`config.mk`:
```
export PLATFORM = sky130hd
export DESIGN_NAME = multitouch_hid_report_builder
export DESIGN_NICKNAME = d
export VERILOG_FILES = /design/src/rtl/mhrb_pkg.sv /design/src/rtl/mhrb_slot_table.sv /design/src/rtl/mhrb_seq.sv /design/src/rtl/mhrb_packer.sv /design/src/rtl/multitouch_hid_report_builder.sv
export SDC_FILE = /design/constraint.sdc
export NUM_CORES = 2
export LEC_CHECK = 0
export ABC_AREA = 0
export BUFFER_PORTS_ARGS = -buffer_cell sky130_fd_sc_hd__clkbuf_2
export CAP_MARGIN = 20
export CELL_PAD_IN_SITES_DETAIL_PLACEMENT = 1
export CELL_PAD_IN_SITES_GLOBAL_PLACEMENT = 1
export CORE_UTILIZATION = 55
export DETAILED_ROUTE_END_ITERATION = 8
export PLACE_DENSITY = 0.87
export SLEW_MARGIN = 20
export SYNTH_ARGS = -nofsm -noshare
export SYNTH_HDL_FRONTEND = slang
export SYNTH_SLANG_ARGS = --single-unit
```
`constraint.sdc`:
```
create_clock -name clk -period 21 [get_ports clk]
set_input_delay 2.1 -clock clk [delete_from_list [all_inputs] [get_ports clk]]
set_output_delay 2.1 -clock clk [all_outputs]
set_load 0.01 [all_outputs]
```
`src/rtl/mhrb_pkg.sv`:
```
`timescale 1ns / 1ps
// Shared types, constants and microcode ROM for the multi-touch report builder.
// No dependencies.
package mhrb_pkg;

	localparam int SLOT_COUNT = 10;
	localparam int SLOT_W     = (SLOT_COUNT > 1) ? $clog2(SLOT_COUNT) : 1;
	localparam int CNT_W      = $clog2(SLOT_COUNT + 1);
	localparam int REC_BYTES  = 14;
	localparam int BUF_BYTES  = 32;
	localparam int FILL_W     = $clog2(BUF_BYTES + 1);
	localparam int LEN_W      = $clog2(REC_BYTES + 1);
	localparam int STEP_W     = 2;

	localparam logic [SLOT_W-1:0] SLOT_LAST = SLOT_W'(SLOT_COUNT - 1);

	localparam logic [7:0] REPORT_ID    = 8'h01;
	localparam logic [7:0] CONTACT_FLAGS = 8'h07;

	localparam logic [1:0] OP_SET   = 2'd0;
	localparam logic [1:0] OP_CLEAR = 2'd1;
	localparam logic [1:0] OP_CLRALL = 2'd2;
	localparam logic [1:0] OP_REPORT = 2'd3;

	localparam logic [1:0] PUSH_NONE = 2'd0;
	localparam logic [1:0] PUSH_ID   = 2'd1;
	localparam logic [1:0] PUSH_REC  = 2'd2;
	localparam logic [1:0] PUSH_TAIL = 2'd3;

	localparam logic [1:0] COND_ALWAYS    = 2'd0;
	localparam logic [1:0] COND_SLOT_END  = 2'd1;
	localparam logic [1:0] COND_DRAIN_END = 2'd2;

	typedef struct packed {
		logic [1:0]  operation;
		logic [3:0]  slot;
		logic        active;
		logic [15:0] touch_id;
		logic [15:0] pos_x;
		logic [15:0] pos_y;
		logic [15:0] touch_width;
		logic [15:0] touch_height;
		logic [7:0]  tip_pressure;
		logic [15:0] azimuth_angle;
	} hid_cmd_t;

	typedef struct packed {
		logic [31:0] report_word;
		logic [5:0]  word_index;
		logic        word_last;
	} hid_word_t;

	typedef struct packed {
		logic [15:0] touch_id;
		logic [15:0] pos_x;
		logic [15:0] pos_y;
		logic [15:0] touch_width;
		logic [15:0] touch_height;
		logic [7:0]  tip_pressure;
		logic [15:0] azimuth_angle;
	} contact_t;

	typedef struct packed {
		logic              set;
		logic              clear;
		logic              clear_all;
		logic [SLOT_W-1:0] idx;
		contact_t          rec;
	} tbl_wr_t;

	typedef struct packed {
		logic                           push_en;
		logic                           drain;
		logic [LEN_W-1:0]               seg_len;
		logic [REC_BYTES-1:0][7:0]      seg;
	} pack_ctl_t;

	typedef struct packed {
		logic room;
		logic drain_end;
	} pack_sts_t;

	typedef struct packed {
		logic [1:0]        push;
		logic [1:0]        cond;
		logic              drain;
		logic [STEP_W-1:0] next;
	} ucode_t;

	function automatic ucode_t ucode_rom(input logic [STEP_W-1:0] step);
		ucode_t uc;
		unique case (step)
			2'd0: uc = '{push: PUSH_ID,   cond: COND_ALWAYS,    drain: 1'b0, next: 2'd1};
			2'd1: uc = '{push: PUSH_REC,  cond: COND_SLOT_END,  drain: 1'b0, next: 2'd2};
			2'd2: uc = '{push: PUSH_TAIL, cond: COND_ALWAYS,    drain: 1'b0, next: 2'd3};
			2'd3: uc = '{push: PUSH_NONE, cond: COND_DRAIN_END, drain: 1'b1, next: 2'd0};
		endcase
		return uc;
	endfunction

endpackage

```
`src/rtl/mhrb_slot_table.sv`:
```
`timescale 1ns / 1ps
// Contact slot table: per-slot active flags and contact payload registers.
// Depends on mhrb_pkg.
module mhrb_slot_table (
	input  logic                      clk,
	input  logic                      arst_n,
	input  mhrb_pkg::tbl_wr_t         wr,
	input  logic [mhrb_pkg::SLOT_W-1:0] rd_slot,
	output mhrb_pkg::contact_t        rd_rec,
	output logic                      rd_active
);
	import mhrb_pkg::*;

	logic     active_q [SLOT_COUNT];
	contact_t rec_q    [SLOT_COUNT];

	always_ff @(posedge clk or negedge arst_n) begin
		if (!arst_n) begin
			for (int i = 0; i < SLOT_COUNT; i++) active_q[i] <= 1'b0;
		end else if (wr.clear_all) begin
			for (int i = 0; i < SLOT_COUNT; i++) active_q[i] <= 1'b0;
		end else if (wr.set) begin
			active_q[wr.idx] <= 1'b1;
		end else if (wr.clear) begin
			active_q[wr.idx] <= 1'b0;
		end
	end

	// payload is only read while the slot is active
	always_ff @(posedge clk) begin
		if (wr.set) begin
			rec_q[wr.idx] <= wr.rec;
		end
	end

	assign rd_rec    = rec_q[rd_slot];
	assign rd_active = active_q[rd_slot];

endmodule

```
`src/rtl/mhrb_seq.sv`:
```
`timescale 1ns / 1ps
// Microcoded report sequencer: step counter, ROM decode, slot walk, count and scan time.
// Depends on mhrb_pkg.
module mhrb_seq (
	input  logic                        clk,
	input  logic                        arst_n,
	input  logic                        go,
	input  mhrb_pkg::contact_t          rec,
	input  logic                        rec_active,
	input  mhrb_pkg::pack_sts_t         sts,
	output logic                        busy,
	output logic [mhrb_pkg::SLOT_W-1:0] rd_slot,
	output mhrb_pkg::pack_ctl_t         ctl
);
	import mhrb_pkg::*;

	logic              run_q;
	logic [STEP_W-1:0] step_q;
	logic [SLOT_W-1:0] slot_q;
	logic [CNT_W-1:0]  count_q;
	logic [15:0]       scan_q;
	ucode_t            uc;
	logic              advance;

	assign uc = ucode_rom(step_q);

	always_comb begin
		ctl.push_en = run_q && (uc.push != PUSH_NONE);
		ctl.drain   = run_q && uc.drain;
		ctl.seg     = '0;
		ctl.seg_len = '0;
		case (uc.push)
			PUSH_ID: begin
				ctl.seg[0]  = REPORT_ID;
				ctl.seg_len = LEN_W'(1);
			end
			PUSH_REC: begin
				ctl.seg_len = LEN_W'(REC_BYTES);
				if (rec_active) begin
					ctl.seg = {rec.azimuth_angle, rec.tip_pressure, rec.touch_height,
						rec.touch_width, rec.pos_y, rec.pos_x, rec.touch_id,
						CONTACT_FLAGS};
				end
			end
			PUSH_TAIL: begin
				ctl.seg[0]  = 8'(count_q);
				ctl.seg[1]  = scan_q[7:0];
				ctl.seg[2]  = scan_q[15:8];
				ctl.seg_len = LEN_W'(3);
			end
			default: ;
		endcase
	end

	assign advance = !ctl.push_en || sts.room;

	always_ff @(posedge clk or negedge arst_n) begin
		if (!arst_n) begin
			run_q   <= 1'b0;
			step_q  <= '0;
			slot_q  <= '0;
			count_q <= '0;
			scan_q  <= '0;
		end else if (go) begin
			run_q   <= 1'b1;
			step_q  <= '0;
			slot_q  <= '0;
			count_q <= '0;
		end else if (run_q && advance) begin
			if (uc.push == PUSH_REC && rec_active) begin
				count_q <= count_q + CNT_W'(1);
			end
			case (uc.cond)
				COND_ALWAYS: step_q <= uc.next;
				COND_SLOT_END: begin
					if (slot_q == SLOT_LAST) begin
						step_q <= uc.next;
					end else begin
						slot_q <= slot_q + SLOT_W'(1);
					end
				end
				COND_DRAIN_END: begin
					if (sts.drain_end) begin
						run_q  <= 1'b0;
						step_q <= uc.next;
						scan_q <= scan_q + 16'd1;
					end
				end
				default: ;
			endcase
		end
	end

	assign busy    = run_q;
	assign rd_slot = slot_q;

endmodule

```
`src/rtl/mhrb_packer.sv`:
```
`timescale 1ns / 1ps
// Byte stream packer: 32-byte buffer, segment insert, one 32-bit word out per transfer.
// Depends on mhrb_pkg.
module mhrb_packer (
	input  logic                clk,
	input  logic                arst_n,
	input  mhrb_pkg::pack_ctl_t ctl,
	output mhrb_pkg::pack_sts_t sts,
	output logic                word_valid,
	output mhrb_pkg::hid_word_t word
);
	import mhrb_pkg::*;

	logic [7:0]        buf_q [BUF_BYTES];
	logic [7:0]        buf_d [BUF_BYTES];
	logic [FILL_W-1:0] fill_q;
	logic [FILL_W-1:0] fill_nx;
	logic [5:0]        widx_q;
	logic              pop;
	logic              push;
	logic [FILL_W:0]   need;

	assign pop     = (fill_q >= FILL_W'(4)) || (ctl.drain && fill_q != '0);
	assign fill_nx = !pop ? fill_q : (fill_q >= FILL_W'(4)) ? fill_q - FILL_W'(4) : '0;
	assign need    = {1'b0, fill_nx} + (FILL_W+1)'(ctl.seg_len);
	assign sts.room      = need <= (FILL_W+1)'(BUF_BYTES);
	assign sts.drain_end = ctl.drain && fill_q != '0 && fill_q <= FILL_W'(4);
	assign push    = ctl.push_en && sts.room;

	always_comb begin
		logic [FILL_W:0] off;
		for (int i = 0; i < BUF_BYTES - 4; i++) begin
			buf_d[i] = pop ? buf_q[i + 4] : buf_q[i];
		end
		for (int i = BUF_BYTES - 4; i < BUF_BYTES; i++) begin
			buf_d[i] = pop ? 8'h00 : buf_q[i];
		end
		for (int i = 0; i < BUF_BYTES; i++) begin
			off = (FILL_W+1)'(i) - {1'b0, fill_nx};
			if (push && (FILL_W+1)'(i) >= {1'b0, fill_nx}
				&& off < (FILL_W+1)'(ctl.seg_len)) begin
				buf_d[i] = ctl.seg[off[LEN_W-1:0]];
			end
		end
	end

	always_ff @(posedge clk) begin
		for (int i = 0; i < BUF_BYTES; i++) buf_q[i] <= buf_d[i];
	end

	always_ff @(posedge clk or negedge arst_n) begin
		if (!arst_n) begin
			fill_q <= '0;
			widx_q <= '0;
		end else begin
			fill_q <= push ? need[FILL_W-1:0] : fill_nx;
			if (sts.drain_end) begin
				widx_q <= '0;
			end else if (pop) begin
				widx_q <= widx_q + 6'd1;
			end
		end
	end

	// bytes past the fill level are padding
	always_comb begin
		for (int k = 0; k < 4; k++) begin
			word.report_word[8*k +: 8] = (FILL_W'(k) < fill_q) ? buf_q[k] : 8'h00;
		end
		word.word_index = widx_q;
		word.word_last  = sts.drain_end;
	end

	assign word_valid = pop;

endmodule

```
`src/rtl/multitouch_hid_report_builder.sv`:
```
`timescale 1ns / 1ps
// Multi-touch digitizer report builder top level. Table ops (set, clear, clear all)
// finish at the accepting edge; busy stays low. A report request holds busy while
// 36 words go out on consecutive cycles, once the report ID and the first record are
// buffered; the next command is taken only after busy falls with the last word.
// Results cannot be stalled. arst_n clears all slots, the scan time and the sequencer.
module multitouch_hid_report_builder (
	input  logic                clk,
	input  logic                arst_n,
	input  logic                start,
	output logic                busy,
	input  mhrb_pkg::hid_cmd_t  command,
	output logic                result_strobe,
	output mhrb_pkg::hid_word_t result
);
	import mhrb_pkg::*;

	logic              accept;
	logic              in_range;
	tbl_wr_t           wr;
	logic [SLOT_W-1:0] rd_slot;
	contact_t          rd_rec;
	logic              rd_active;
	pack_ctl_t         ctl;
	pack_sts_t         sts;

	assign accept   = start && !busy;
	assign in_range = {1'b0, command.slot} < 5'(SLOT_COUNT);

	always_comb begin
		wr.set       = accept && in_range && command.operation == OP_SET && command.active;
		wr.clear     = accept && in_range && (command.operation == OP_CLEAR
			|| (command.operation == OP_SET && !command.active));
		wr.clear_all = accept && command.operation == OP_CLRALL;
		wr.idx       = command.slot[SLOT_W-1:0];
		wr.rec       = '{touch_id:     command.touch_id,
		                 pos_x:        command.pos_x,
		                 pos_y:        command.pos_y,
		                 touch_width:  command.touch_width,
		                 touch_height: command.touch_height,
		                 tip_pressure: command.tip_pressure,
		                 azimuth_angle: command.azimuth_angle};
	end

	mhrb_slot_table u_table (
		.clk       (clk),
		.arst_n    (arst_n),
		.wr        (wr),
		.rd_slot   (rd_slot),
		.rd_rec    (rd_rec),
		.rd_active (rd_active)
	);

	mhrb_seq u_seq (
		.clk        (clk),
		.arst_n     (arst_n),
		.go         (accept && command.operation == OP_REPORT),
		.rec        (rd_rec),
		.rec_active (rd_active),
		.sts        (sts),
		.busy       (busy),
		.rd_slot    (rd_slot),
		.ctl        (ctl)
	);

	mhrb_packer u_packer (
		.clk        (clk),
		.arst_n     (arst_n),
		.ctl        (ctl),
		.sts        (sts),
		.word_valid (result_strobe),
		.word       (result)
	);

endmodule

```
==> run_results.csv <==
group,metric,value,unit
run_status,outcome,"complete, no violations",
grt,grt_pass1_wl,308,mm
worst_setup_path,path_max_fanout,38,
yosys,synth_seq_cells,1345,
layout,final_common_cell,"edfxtp_1",
timing,finClkSkew,0.0536,ns
timing,post-route-min-period,7.44,ns
timing,finalSetupTns,0,ns
power,power.switching,5.87,mW
die,io_pins,155,
place,hpwl,133,mm
timing,worstMarginPinSlew,1.32,ns
yosys,syn-instance-count,4175,
worst_setup_path,rr_worst_depth,18,
yosys,synth.area.top_cells,"edfxtp_1 62%, mux4_2 7.2%, mux2i_1 3.9%",
power,switching_share,47.0,%
layout,nets,4468,
detailed_routing,ant_nets,0,
grt,gr-total-overflow,0,
grt,first_global_vias,42300,
timing,drv_slew,0,
layout,drive_above_1_share,21.2,%
yosys,synth-edff-count,1296,
worst_setup_path,start_kind,"register",
clock_tree,h-tree-depth,4,
die,start_util,55.5,%
layout,num-fill-cells,10300,
yosys,yosysTopAreaCell,"edfxtp_1",
job,drv_cap,0,
yosys,synth-main-ff-cell,"edfxtp_1",
clock_tree,cts_tree,"built",
yosys,ys_seq_area_share,64.4,%
yosys,synth_area,0.0623,mm^2
detailed_routing,num_vias,42500,
clock_tree,cts-resized-gates,0,
clock_tree,insertion_delay,0.80,ns
grt,antenna_found_initial,16,
clock_tree,cts_buffers,140,
power,pwr-share-seq,27.7,%
yosys,postSynth.asyncResetShare,3.64,%
clock_tree,cts_setup_buffers,0,
worst_setup_path,required,21.63,ns
worst_setup_path,regToRegEndpoint,"u_packer.buf_q[11][8]",
clock_tree,clk_pin_slew,0.06,ns
timing,period_share,35.4,%
power,leakage,23.8,nW
yosys,synthDistinctLibCells,105,
detailed_routing,drt_iter0_markers,6689,
timing,max_freq,0.134,GHz
grt,grt_use_total,37.2,%
grt,grt_max_degree,105,
detailed_routing,wl_per_cell,37.0,um
place,port_buffers,154,
timing,hold_violations,0,
hold_path,min_path_cells,2,
worst_setup_path,crit_type,"register to register",
power,p_int,6.61,mW
hold_path,worstHoldEndpoint,"u_table.active_q[2]",
power,clkPwrFrac,20.0,%
detailed_routing,wirelength,219,mm
hold_path,hold_class,"register to register",
die,dieArea,0.115,mm^2
hold_path,hold_path.startpoint,"u_table.active_q[2]",
die,die_h,339,um
place,gp_congestion,1.03,
detailed_routing,post_drt_via_cell_ratio,7.18,
timing,rsz0062_at_grt,"no",
worst_setup_path,r2r_slack,13.56,ns
power,irDropWorstVdd,0.141,mV
worst_setup_path,critPathArrivalTime,8.07,ns
yosys,synth_top_area_share,62.4,%
clock_tree,cts_root_buf,"clkbuf_16",
power,combPwrFrac,52.3,%
worst_setup_path,reg2reg_from,"u_packer.fill_q[2]",
timing,setup_viol,0,
yosys,synth_nets,4356,
detailed_routing,drc_errors,0,
layout,postLayoutCoreUtil,61.4,%
layout,areaGrowthSynthToFinish,10.7,%
timing,slew_headroom,10.9,%
die,row_count,123,
clock_tree,cts_sinks,1345,
die,die_w,339,um
power,p_per_area,181,mW/mm^2
die,core,0.112,mm^2
detailed_routing,first_pass_iters,6,
clock_tree,postCtsHoldBufs,0,
clock_tree,clockBufferDepth,3,
worst_setup_path,endpoint_kind,"register",
yosys,yosysWarningCount,0,
layout,layout_common_cells,"1,296 x edfxtp_1, 375 x nand2_1, 242 x mux2i_1",
yosys,syn_area_per_cell,14.9,um^2
[synth_stat cells (all sizes together) (49+ instances only)]
master and n:
nor2 158, nor3 79, nand2 375, and2 55, mux2 208, mux2i 242, dfrtp 49, nand3 77
a21oi 113, o31ai 49, mux4 200, o21ai 195, o22ai 77, nor2b 54, inv 51, edfxtp 1296
clkbuf 120, ha 66, buf 148
[worst max path at each step]
| stage | startpoint | end | cells past startpoint |
|---|---|---|---|
| after CTS | u_packer.fill_q[2] | u_packer.buf_q[13][14] | 16 |
| after detailed placement | u_packer.fill_q[2] | u_packer.buf_q[13][11] | 16 |
| after floorplan | start | u_table.rec_q[0][0] | 5 |
| final | u_packer.fill_q[2] | u_packer.buf_q[11][8] | 18 |
| after global routing | u_packer.fill_q[2] | u_packer.buf_q[11][8] | 18 |
| after global placement | u_packer.fill_q[2] | u_packer.buf_q[11][8] | 18 |
[through the flow]
stage          cell area (um^2)  setup WS [ns]  instances  total power, mW  hold slack [ns]
4_1_cts                   68900          13.77       5898             12.1            0.520
3_5_place_dp              64400          13.78       5643             9.56            0.486
2_1_floorplan             62300          10.29       4175             7.33            0.455
3_3_place_gp              64400          14.04       5643             9.38            0.480
5_1_grt                   69000          13.30       5910             12.7            0.538
6_report                  69000          13.56       5912             12.5            0.514
[kinds of logic (layout without fill, tap and decap cells)]
group / Yosys count / count (layout) / share of synthesized area (%)
AOI/OAI and AO/OA: 827 / 827 / 9.16
xor gates and xnor gates: 36 / 36 / 0.518
adders and majority gates: 67 / 67 / 1.36
buffers and inverters: 324 / 549 / 2.62
DFF: 1345 / 1345 / 64.4
muxes: 650 / 650 / 14.9
other: 0 / 12 / 0
and+or+nand+nor: 926 / 926 / 7.06
[area by class of cell]
class                   count  area [um^2]  area share, %
diodes                     12         30.0         0.0435
clock buffers             171         3700           5.37
clock inverters            84          847           1.23
inverters                  56          213          0.308
multi-input cells        2506        20700           30.0
flip-flops and latches   1345        40200           58.2
well taps                1500         1880           2.72
repair buffers            238         1450           2.10
[state kept, by name (all words and copies together), names as in the netlist]
signal / flops
u_packer.widx_q: 6
u_seq.step_q: 2
u_seq.rd_slot: 4
u_table.rec_q: 1040
u_packer.fill_q: 6
u_table.active_q: 10
u_seq.scan_q: 16
u_packer.buf_q: 256
u_seq.busy: 1
u_seq.count_q: 4
[critical path: stages, from the launching register on]
cell	delay [ns]
dfrtp_1	0.50
clkinv_1	0.24
ha_1	0.18
nor3b_2	0.77
a21o_1	0.41
nand3_1	0.25
nand2_1	0.13
buf_4	0.44
clkinv_1	0.83
ha_1	0.64
and3b_1	0.21
o31ai_1	0.38
o2111ai_1	0.28
a211oi_4	0.24
buf_4	0.39
nand4_1	0.47
nor2_1	0.55
o2111a_1	0.27
a211o_1	0.09
[power by group through the flow]
stage | logic, mW | registers (mW) | clock network [mW]
2_1_floorplan | 3.97 | 3.37 | 0
3_3_place_gp | 5.89 | 3.49 | 0
3_5_place_dp | 6.07 | 3.50 | 0
4_1_cts | 6.20 | 3.45 | 2.50
5_1_grt | 6.66 | 3.47 | 2.58
6_report | 6.53 | 3.45 | 2.50
[layer usage]
layer,global-route usage (%),up-vias,routed length [um]
met5,0.417,-,61
met4,18.6,10,12600
met3,9.45,781,25200
met2,59.3,3330,103000
met1,47.5,21500,77400
li1,-,16800,-
Note: power is estimated with default switching activity, not from simulation.
